### src/uaf_pkg.sv
// Shared types, character codes and reciprocal constants for the uptime formatter.
`default_nettype none

package uaf_pkg;

  typedef struct packed {
    logic [7:0]  command_byte;
    logic [30:0] uptime_count;
  } in_item_t;

  typedef struct packed {
    logic [7:0] char_out;
    logic       last_char;
  } out_item_t;

  typedef logic [1:0] mode_t;

  localparam mode_t MODE_SEC = 2'd0;
  localparam mode_t MODE_MIN = 2'd1;
  localparam mode_t MODE_RAW = 2'd2;

  localparam logic [7:0] CMD_SECONDS = 8'h31;
  localparam logic [7:0] CMD_MINUTES = 8'h32;
  localparam logic [7:0] CMD_RAW     = 8'h33;
  localparam logic [7:0] CMD_QUIT    = 8'h71;

  localparam logic [7:0] CH_DOT   = 8'h2E;
  localparam logic [7:0] CH_CR    = 8'h0D;
  localparam logic [7:0] CH_SPACE = 8'h20;
  localparam logic [7:0] CH_ZERO  = 8'h30;

  // count mod 1000000 = ((count >> 6) mod 15625) * 64 + count[5:0]
  localparam logic [24:0] WRAP_ODD   = 25'd15625;
  localparam logic [25:0] RECIP_WRAP = 26'd35184373;  // ceil(2^39 / 15625)
  localparam logic [20:0] RECIP_100  = 21'd1342178;   // ceil(2^27 / 100), x < 2^20
  localparam logic [13:0] RECIP_60   = 14'd8739;      // ceil(2^19 / 60),  x < 10000
  localparam logic [13:0] RECIP_100S = 14'd10486;     // ceil(2^20 / 100), x < 10000
  localparam logic [7:0]  RECIP_10   = 8'd205;        // ceil(2^11 / 10),  x < 128

  // Two ASCII digits {tens, units} of a value below one hundred
  function automatic logic [15:0] two_digits(input logic [6:0] v);
    logic [14:0] p;
    logic [3:0]  t;
    logic [6:0]  u;
    p = 15'(v) * 15'(RECIP_10);
    t = p[14:11];
    u = v - (7'(t) << 3) - (7'(t) << 1);
    return {8'(CH_ZERO + {4'b0, t}), 8'(CH_ZERO + {4'b0, u[3:0]})};
  endfunction

endpackage

`default_nettype wire

### src/uptime_ascii_formatter.sv
// Uptime formatter: command in, run of ASCII characters out.
//
// Input channel in_valid/in_ready/in_data carries a command byte and the
// uptime count in hundredths of a second. Commands '1', '2' and '3' each
// produce a run of characters on out_valid/out_ready/out_data, one
// character per transfer, the last one flagged by last_char. Command 'q'
// halts the block: every later command is taken and dropped until reset.
// Other bytes are taken and produce nothing.
// A command passes stage registers 1 to 6, the character shift register
// and the output register. Throughput: one character per cycle on the
// single output port while out_ready is high; runs are 8 characters
// ('1', '2') or 7 ('3'); dropped commands fill no stage. The arithmetic
// (modulo reduction and the divisions by 100 and 60) runs in a six-stage
// pipeline that holds up to six commands while a run is being sent.
// Reset (synchronous, rst_n low) clears the halt and empties the pipeline
// and the output register.
// When the receiver stalls, the output register holds its character, the
// pipeline fills, and in_ready drops once every stage is occupied.
`default_nettype none

module uptime_ascii_formatter
  import uaf_pkg::*;
(
  input  wire        clk,
  input  wire        rst_n,
  input  wire        in_valid,
  output logic       in_ready,
  input  in_item_t   in_data,
  output logic       out_valid,
  input  wire        out_ready,
  output out_item_t  out_data
);

  logic in_fire;
  logic keep;
  mode_t in_mode;
  logic halted_r, halted_nxt;

  logic rdy1, rdy2, rdy3, rdy4, rdy5, rdy6;

  // stage 1: raw count
  logic        s1_v_r;
  mode_t       s1_mode_r;
  logic [30:0] s1_count_r;
  logic [50:0] p1;

  // stage 2: quotient of the wrap reduction
  logic        s2_v_r;
  mode_t       s2_mode_r;
  logic [11:0] s2_q_r;
  logic [24:0] s2_c6_r;
  logic [5:0]  s2_low_r;
  logic [24:0] qm;
  logic [24:0] rem;

  // stage 3: reduced count
  logic        s3_v_r;
  mode_t       s3_mode_r;
  logic [19:0] s3_red_r;
  logic [40:0] p3;

  // stage 4: whole seconds
  logic        s4_v_r;
  mode_t       s4_mode_r;
  logic [19:0] s4_red_r;
  logic [13:0] s4_secs_r;
  logic [19:0] cs_full;
  logic [26:0] p_min;
  logic [26:0] p_hs;

  // stage 5: minutes, hundredths, top two digits of seconds
  logic        s5_v_r;
  mode_t       s5_mode_r;
  logic [6:0]  s5_cs_r;
  logic [13:0] s5_secs_r;
  logic [7:0]  s5_mins_r;
  logic [6:0]  s5_hs_r;
  logic [13:0] sub_full;
  logic [13:0] ls_full;
  logic [6:0]  mm;

  // stage 6: values below one hundred, ready for digit split
  logic        s6_v_r;
  mode_t       s6_mode_r;
  logic [6:0]  s6_hs_r;
  logic [6:0]  s6_ls_r;
  logic [6:0]  s6_cs_r;
  logic [6:0]  s6_mm_r;
  logic [5:0]  s6_sub_r;
  logic [15:0] hs_d, ls_d, cs_d, mm_d, sub_d;
  logic [7:0][7:0] load_chars;
  logic [3:0]  load_cnt;

  // character shift register and output register
  logic [7:0][7:0] chr_r;
  logic [3:0]  chr_cnt_r;
  logic        emit;
  logic        chr_ready;
  logic        load;
  logic        out_v_r;
  out_item_t   out_data_r;

  // ---------------- input decode ----------------
  assign in_fire = in_valid && in_ready;

  always_comb begin
    in_mode = MODE_SEC;
    keep    = 1'b0;
    case (in_data.command_byte)
      CMD_SECONDS: begin
        in_mode = MODE_SEC;
        keep    = 1'b1;
      end
      CMD_MINUTES: begin
        in_mode = MODE_MIN;
        keep    = 1'b1;
      end
      CMD_RAW: begin
        in_mode = MODE_RAW;
        keep    = 1'b1;
      end
      default: begin
        in_mode = MODE_SEC;
        keep    = 1'b0;
      end
    endcase
    if (halted_r) begin
      keep = 1'b0;
    end
  end

  assign halted_nxt = halted_r || (in_fire && (in_data.command_byte == CMD_QUIT));

  // ---------------- ready chain ----------------
  assign emit      = (chr_cnt_r != 4'd0) && (!out_v_r || out_ready);
  assign chr_ready = (chr_cnt_r == 4'd0) || ((chr_cnt_r == 4'd1) && emit);
  assign load      = s6_v_r && chr_ready;

  assign rdy6 = !s6_v_r || chr_ready;
  assign rdy5 = !s5_v_r || rdy6;
  assign rdy4 = !s4_v_r || rdy5;
  assign rdy3 = !s3_v_r || rdy4;
  assign rdy2 = !s2_v_r || rdy3;
  assign rdy1 = !s1_v_r || rdy2;
  assign in_ready = rdy1;

  // ---------------- datapath ----------------
  assign p1 = 51'(s1_count_r[30:6]) * 51'(RECIP_WRAP);

  assign qm  = 25'(s2_q_r) * WRAP_ODD;
  assign rem = s2_c6_r - qm;

  assign p3 = 41'(s3_red_r) * 41'(RECIP_100);

  assign cs_full = s4_red_r - (20'(s4_secs_r) * 20'd100);
  assign p_min   = 27'(s4_secs_r) * 27'(RECIP_60);
  assign p_hs    = 27'(s4_secs_r) * 27'(RECIP_100S);

  assign sub_full = s5_secs_r - (14'(s5_mins_r) * 14'd60);
  assign ls_full  = s5_secs_r - (14'(s5_hs_r) * 14'd100);
  // only the last two digits of the minutes are shown
  assign mm = (s5_mins_r >= 8'd100) ? 7'(s5_mins_r - 8'd100) : s5_mins_r[6:0];

  assign hs_d  = two_digits(s6_hs_r);
  assign ls_d  = two_digits(s6_ls_r);
  assign cs_d  = two_digits(s6_cs_r);
  assign mm_d  = two_digits(s6_mm_r);
  assign sub_d = two_digits({1'b0, s6_sub_r});

  always_comb begin
    load_chars = '0;
    load_cnt   = 4'd0;
    case (s6_mode_r)
      MODE_SEC: begin
        load_chars[0] = hs_d[15:8];
        load_chars[1] = hs_d[7:0];
        load_chars[2] = ls_d[15:8];
        load_chars[3] = ls_d[7:0];
        load_chars[4] = CH_DOT;
        load_chars[5] = cs_d[15:8];
        load_chars[6] = cs_d[7:0];
        load_chars[7] = CH_CR;
        load_cnt      = 4'd8;
      end
      MODE_MIN: begin
        load_chars[0] = mm_d[15:8];
        load_chars[1] = mm_d[7:0];
        load_chars[2] = CH_DOT;
        load_chars[3] = sub_d[15:8];
        load_chars[4] = sub_d[7:0];
        load_chars[5] = CH_SPACE;
        load_chars[6] = CH_SPACE;
        load_chars[7] = CH_CR;
        load_cnt      = 4'd8;
      end
      MODE_RAW: begin
        load_chars[0] = hs_d[15:8];
        load_chars[1] = hs_d[7:0];
        load_chars[2] = ls_d[15:8];
        load_chars[3] = ls_d[7:0];
        load_chars[4] = cs_d[15:8];
        load_chars[5] = cs_d[7:0];
        load_chars[6] = CH_CR;
        load_cnt      = 4'd7;
      end
      default: begin
        load_chars = '0;
        load_cnt   = 4'd0;
      end
    endcase
  end

  // ---------------- control registers ----------------
  always_ff @(posedge clk) begin
    if (!rst_n) begin
      halted_r  <= 1'b0;
      s1_v_r    <= 1'b0;
      s2_v_r    <= 1'b0;
      s3_v_r    <= 1'b0;
      s4_v_r    <= 1'b0;
      s5_v_r    <= 1'b0;
      s6_v_r    <= 1'b0;
      chr_cnt_r <= 4'd0;
      out_v_r   <= 1'b0;
    end else begin
      halted_r <= halted_nxt;
      if (rdy1) begin
        s1_v_r <= in_fire && keep;
      end
      if (rdy2) begin
        s2_v_r <= s1_v_r;
      end
      if (rdy3) begin
        s3_v_r <= s2_v_r;
      end
      if (rdy4) begin
        s4_v_r <= s3_v_r;
      end
      if (rdy5) begin
        s5_v_r <= s4_v_r;
      end
      if (rdy6) begin
        s6_v_r <= s5_v_r;
      end
      if (load) begin
        chr_cnt_r <= load_cnt;
      end else if (emit) begin
        chr_cnt_r <= chr_cnt_r - 4'd1;
      end
      if (emit) begin
        out_v_r <= 1'b1;
      end else if (out_ready) begin
        out_v_r <= 1'b0;
      end
    end
  end

  // ---------------- payload registers ----------------
  always_ff @(posedge clk) begin
    if (rdy1) begin
      s1_mode_r  <= in_mode;
      s1_count_r <= in_data.uptime_count;
    end
    if (rdy2) begin
      s2_mode_r <= s1_mode_r;
      s2_q_r    <= p1[50:39];
      s2_c6_r   <= s1_count_r[30:6];
      s2_low_r  <= s1_count_r[5:0];
    end
    if (rdy3) begin
      s3_mode_r <= s2_mode_r;
      s3_red_r  <= {rem[13:0], s2_low_r};
    end
    if (rdy4) begin
      s4_mode_r <= s3_mode_r;
      s4_red_r  <= s3_red_r;
      s4_secs_r <= p3[40:27];
    end
    if (rdy5) begin
      s5_mode_r <= s4_mode_r;
      s5_cs_r   <= cs_full[6:0];
      s5_secs_r <= s4_secs_r;
      s5_mins_r <= p_min[26:19];
      s5_hs_r   <= p_hs[26:20];
    end
    if (rdy6) begin
      s6_mode_r <= s5_mode_r;
      s6_hs_r   <= s5_hs_r;
      s6_ls_r   <= ls_full[6:0];
      s6_cs_r   <= s5_cs_r;
      s6_mm_r   <= mm;
      s6_sub_r  <= sub_full[5:0];
    end
    if (load) begin
      chr_r <= load_chars;
    end else if (emit) begin
      chr_r <= {8'h00, chr_r[7:1]};
    end
    if (emit) begin
      out_data_r.char_out  <= chr_r[0];
      out_data_r.last_char <= (chr_cnt_r == 4'd1);
    end
  end

  assign out_valid = out_v_r;
  assign out_data  = out_data_r;

endmodule

`default_nettype wire

### config.mk
export PLATFORM = sky130hd
export DESIGN_NAME = uptime_ascii_formatter
export DESIGN_NICKNAME = d
export VERILOG_FILES = /design/src/uaf_pkg.sv /design/src/uptime_ascii_formatter.sv
export SDC_FILE = /design/constraint.sdc
export NUM_CORES = 2
export LEC_CHECK = 0
export BUFFER_PORTS_ARGS = -buffer_cell sky130_fd_sc_hd__buf_4
export CORE_MARGIN = 1
export CORE_UTILIZATION = 47
export CTS_BUF_LIST = sky130_fd_sc_hd__clkbuf_8
export DETAILED_ROUTE_END_ITERATION = 8
export PLACE_DENSITY = 0.71
export SKIP_CTS_REPAIR_TIMING = 1
export SYNTH_ARGS = -nofsm -noshare
export SYNTH_HDL_FRONTEND = slang
export SYNTH_SLANG_ARGS = --single-unit
### constraint.sdc
create_clock -name clk -period 9 [get_ports clk]
set_clock_uncertainty 0.1 [all_clocks]
set_input_delay 2.7 -clock clk [delete_from_list [all_inputs] [get_ports clk]]
set_output_delay 2.7 -clock clk [all_outputs]
set_load 0.05 [all_outputs]
# After elaboration in Yosys (flattened, before gate mapping)
# Index checks and enable logic that the tools add are counted.
dict set report word_totals {
  regBits 264
  out_inout_bits 11
}
dict set report classes {
  n_reduce_logical 29
  n_mux 13
  magnitude_cmp 1
  eq_ne 7
  n_mul 13
  n_addsub 26
}
# operator count
set op_table {}
lappend op_table {{$pmux 55 s3} 1}
lappend op_table {{$mux 64} 2}
lappend op_table {{$add 6x4->7 const A} 9}
lappend op_table {{$mul 7x8->15 const B} 4}
lappend op_table {{$mul 25x26->51 const B} 1}
lappend op_table {{$mul 20x20->40 const B} 1}
lappend op_table {{$sub 4x4->4} 10}
lappend op_table {{$mul 14x14->27 const B} 1}
lappend op_table {{$mul 14x13->26 const B} 1}
lappend op_table {{$eq 8x6->1 const B} 3}
lappend op_table {{$mul 12x14->14 const B} 1}
lappend op_table {{$mul 14x5->5 const B} 1}
lappend op_table {{$mul 6x8->14 const B} 1}
lappend op_table {{$sub 14x14->14} 1}
lappend op_table {{$sub 7x7->7} 2}
lappend op_table {{$mux 4} 3}
lappend op_table {{$logic_or 1x1->1} 9}
lappend op_table {{$eq 8x7->1 const B} 1}
lappend op_table {{$ge 8x7->1 const B} 1}
lappend op_table {{$mul 8x4->4 const B} 1}
lappend op_table {{$pmux 4 s2} 1}
lappend op_table {{$add 6x3->7 const A} 1}
lappend op_table {{$logic_not 1->1} 7}
lappend op_table {{$mul 7x5->5 const B} 1}
lappend op_table {{other kinds (16)} 25}

# Depth between registers and ports, before layout
dict set report logic_depth {
  depth_word 14
  depth_mapped 25
  depth_no_buf 24
}

# Worst setup path after synthesis
# Ideal clock, no wire load.
dict set report synth_path {
  kind {input -> output}
  from {input port out_ready}
  to {output port in_ready}
  path_buffers 0
  t_arrival_ns 5.297
  slack_ns 0.903
  cell_stages 6
  cell_sequence {nand2b_1 -> a21oi_1 -> o31a_1 -> nand4_1 -> nor2_1 -> nand2_1}
}
dict set report synth_via {
  elab_chain_len 10
}
# element line_no
set synth_rtl {}
lappend synth_rtl {{from (decl)} uptime_ascii_formatter.sv:30} ;# input wire out_ready,
lappend synth_rtl {{$logic_or 1x1->1} uptime_ascii_formatter.sv:135} ;# assign emit = (chr_cnt_r != 4'd0) && (!out_v_r || out_ready);
lappend synth_rtl {{$logic_and 1x1->1} uptime_ascii_formatter.sv:135}
lappend synth_rtl {{$logic_and 1x1->1} uptime_ascii_formatter.sv:136} ;# assign chr_ready = (chr_cnt_r == 4'd0) || ((chr_cnt_r == 4'd1) && emit);
lappend synth_rtl {{$logic_or 1x1->1} uptime_ascii_formatter.sv:136}
lappend synth_rtl {{$logic_or 1x1->1} uptime_ascii_formatter.sv:139} ;# assign rdy6 = !s6_v_r || chr_ready;
lappend synth_rtl {{$logic_or 1x1->1} uptime_ascii_formatter.sv:140} ;# assign rdy5 = !s5_v_r || rdy6;
lappend synth_rtl {{$logic_or 1x1->1} uptime_ascii_formatter.sv:141} ;# assign rdy4 = !s4_v_r || rdy5;
lappend synth_rtl {{$logic_or 1x1->1} uptime_ascii_formatter.sv:142} ;# assign rdy3 = !s3_v_r || rdy4;
lappend synth_rtl {{via rdy3} uptime_ascii_formatter.sv:39} ;# logic rdy1, rdy2, rdy3, rdy4, rdy5, rdy6;
lappend synth_rtl {{$logic_or 1x1->1} uptime_ascii_formatter.sv:143} ;# assign rdy2 = !s2_v_r || rdy3;
lappend synth_rtl {{$logic_or 1x1->1} uptime_ascii_formatter.sv:144} ;# assign rdy1 = !s1_v_r || rdy2;
lappend synth_rtl {{to (decl)} uptime_ascii_formatter.sv:27} ;# output logic in_ready,
# The timed path passes the listed nets, and every way through them passes these cells.

# Worst setup path after layout
dict set report layout_path {
  from {register s1_count_r[13]}
  to {register s2_q_r[1] (data pin)}
}
dict set report layout_via {
  elab_chain_len 1
}
# element line_no
set layout_rtl {}
lappend layout_rtl {{from (decl)} uptime_ascii_formatter.sv:44} ;# logic [30:0] s1_count_r;
lappend layout_rtl {{from (signal assigned)} uptime_ascii_formatter.sv:262} ;# s1_count_r <= in_data.uptime_count;
lappend layout_rtl {{$mul 25x26->51} uptime_ascii_formatter.sv:148} ;# assign p1 = 51'(s1_count_r[30:6]) * 51'(RECIP_WRAP);
lappend layout_rtl {{via p1[40]} uptime_ascii_formatter.sv:45} ;# logic [50:0] p1;
lappend layout_rtl {{to (signal assigned)} uptime_ascii_formatter.sv:266} ;# s2_q_r <= p1[50:39];
lappend layout_rtl {{to (decl)} uptime_ascii_formatter.sv:50} ;# logic [11:0] s2_q_r;
# The timed path passes the listed nets, and every way through them passes these cells.
# A chain may end at the register's enable or synchronous reset.

==> metrics <==
outcome=finished, final reports clean; reg2reg setup slack=1670 ps; Worst EP required=9260 ps; synth warn=0; Syn Std Cell Area=0.03730 sq mm; Max clock buf depth=3; FMAX=136.5 MHz; Main synth FF type=edfxtp_1; initial antenna violation count=1; Routed WL per cell=16.72 um; clock-pin slew on the worst setup and hold paths=70 ps; Layout area overhead=6.733%; Worst Setup Start Kind=flop; Worst EP arrival=7590 ps; Final TNS setup=0 ps; global-route wire length before repair=126900 um; port bufs=51; Hold Path Class=flop to flop; Core Area=0.07798 sq mm; number of remaining DRC errors=0; Detail Route Antenna Nets=0; Worst-Margin Slew=1120 ps; unrepaired setup endpoints after global routing=no; worst reg2reg endpoint=s2_q_r[1]; relative max-transition margin=0.2527; sequential share of the synthesized area=0.1892; hold violation total from the final report=0; I/O Pins=54; vias in the first global route=approximately 25000; clock root buffer=clkbuf_8; Final Cycle Share=0.8139; number of synthesized flops with an enable pin=227; Worst R2R Path Depth=22; vias per inst=5.080; Die Area=0.08048 sq mm; fillers=6926; post-layout net count=4947; Mapped Cells=3414; Hold Path Sink=s5_cs_r[1]; DR iter-0 viols=846; Hold Path Origin=s4_red_r[1]; hold path depth=0; total clock sinks=239; Starting Density=0.4783; Setup Crit Path Kind=flop to flop; gr ovfl total=0; Worst R2R Start=s1_count_r[13]; vias after detailed routing=roughly 23000; final setup violation count=0; CTS Buf Count=44; Chip Width=around 280 um; die span in y=~280 um; Seq cells post-synth=roughly 240; Max Cap Viol=0; ys async rst share=0; CP max FO=7; layout cells sized above 1=0.04211; Synth cell types=78; RD Place Congestion=0.9374; global-route usage over all layers=0.1981; crit path time final=7325 ps; Crit. End Element=flop; Skew-Pair Late Insertion Delay=a little over 600 ps; Mapped Avg Cell Area=10.92 sq um; largest net degree at the start of global routing=48; CTS tree=built; Final Max Slew Viols=0; H-tree levels=2; Std-Cell Rows=~100; final wirelength=approximately 77000 um; HPWL after DPL=between 60000 and 70000 um; drt pass-1 iters=6
critical path: stages (launching register included):
cell and delay (ps):
edfxtp_1 610, inv_1 120, fa_1 660, inv_1 110, fa_1 500, inv_1 60
fa_1 540, inv_1 60, fa_1 520, fa_1 450, fa_1 600, inv_1 80
fa_1 530, inv_1 40, ha_1 330, a211oi_1 220, nor2_1 80, o31a_1 250
o41ai_1 410, a21boi_1 130, o41a_1 370, a21oi_1 210, xnor2_1 90
layer usage:
layer,share of wire,track usage,vias to the layer above,wire length (um)
met1,0.43,0.2430,11420,32640
met4,0.036,0.07122,0,2773
met3,0.034,0.02307,139,2625
met2,0.50,0.3565,395,38500
met5,0,0,-,0
li1,-,-,11310,-
final cells by class:
class / count / area [sq um] / area share
Inverter: 952 / 3573 / 0.08977
Multi-Input combinational cell: 2208 / 26610 / 0.6685
Timing Repair Buffer: 58 / 435.4 / 0.01094
Tap cell: 1040 / 1301 / 0.03269
Sequential cell: 239 / 7057 / 0.1773
Clock inverter: 36 / 209.0 / 0.005249
Antenna cell: 1 / 2.502 / 0.00006286
Clock buffer: 45 / 619.3 / 0.01556
per-stage QoR:
stage	hold slack, ps	std cells	utilization	worst slack, ps	instance area (sq um)
2_1_floorplan	300.3	3415	-	903.3	37300
3_3_place_gp	301.8	4497	0.4998	1768	38980
3_5_place_dp	304.5	4497	0.4998	1703	38980
4_1_cts	309.4	4578	0.5105	1694	39800
5_1_grt	313.1	4579	0.5105	1465	39810
6_report	309.1	4579	0.5105	1675	39810
state kept, by name, summed over array words and instances, names as in the netlist, 4 cells and up:
register,flops
s6_sub_r,4
s5_hs_r,7
s4_secs_r,14
s4_red_r,7
s6_ls_r,7
s5_cs_r,7
out_data,7
s5_secs_r,7
chr_r,43
s2_q_r,12
s6_hs_r,7
s1_count_r,31
s6_mm_r,7
s5_mins_r,8
s2_c6_r,14
s3_red_r,20
s2_low_r,6
s6_cs_r,7
chr_cnt_r,4
worst max path at each step:
stage | from | to | slack (ps) | depth (start not counted)
floorplan | out_ready | in_ready | 900 | 6
global placement | out_ready | in_ready | 1770 | 9
detailed placement | out_ready | in_ready | 1700 | 9
CTS | out_ready | in_ready | 1690 | 9
global route | s1_count_r[13] | s2_q_r[9] | 1460 | 22
finish | s1_count_r[13] | s2_q_r[1] | 1670 | 22
cell families (layout without fill, tap and decap cells):
logic type / count (synthesis) / in the layout / share of synthesized area
xor+xnor: 139 / 139 / 0.03375
compound gates: 372 / 372 / 0.06814
fa+ha+maj: 1401 / 1401 / 0.5723
other cells: 1 / 3 / 0.0001005
simple gates: 292 / 292 / 0.03838
buf+inv: 968 / 1091 / 0.09762
mux: 2 / 2 / 0.0005368
flops: 239 / 239 / 0.1892
layout by cell type, fill, tap and decap left out, drive strengths merged, types with 12 or more instances in the layout:
| cell | n |
|---|---|
| clkbuf | 45 |
| inv | 960 |
| edfxtp | 227 |
| or2 | 15 |
| nor2 | 71 |
| a31oi | 17 |
| buf | 58 |
| xnor2 | 95 |
| o21ai | 55 |
| fa | 508 |
| a21oi | 104 |
| nand2 | 83 |
| clkinv | 24 |
| and3 | 18 |
| dfxtp | 12 |
| a21o | 63 |
| nor3 | 17 |
| ha | 893 |
| nand3 | 27 |
| xor2 | 41 |
cell usage after synthesis, types with 10 or more instances:
| cell | number | area [sq um] |
|---|---|---|
| inv_1 | 952 | 3573 |
| ha_1 | 893 | 11170 |
| fa_1 | 508 | 10170 |
| edfxtp_1 | 227 | 6817 |
| a21oi_1 | 104 | 520.5 |
| xnor2_1 | 95 | 832.1 |
| nand2_1 | 83 | 311.6 |
| nor2_1 | 71 | 266.5 |
| a21o_1 | 63 | 473.0 |
| xor2_1 | 41 | 359.1 |
| o21ai_0 | 34 | 170.2 |
| nand3_1 | 27 | 135.1 |
| o21ai_1 | 21 | 105.1 |
| and3_1 | 18 | 112.6 |
| nor3_1 | 17 | 85.08 |
| a31oi_1 | 16 | 100.1 |
| or2_2 | 14 | 87.58 |
| clkbuf_1 | 12 | 45.04 |
| dfxtp_1 | 12 | 240.2 |
| nand4_1 | 11 | 68.82 |
| and4_1 | 10 | 87.58 |
| o21bai_1 | 10 | 75.07 |
Power is left out: the tool's default activity adds up to more than one toggle a clock period on the data nets, which glitch-free logic cannot reach.
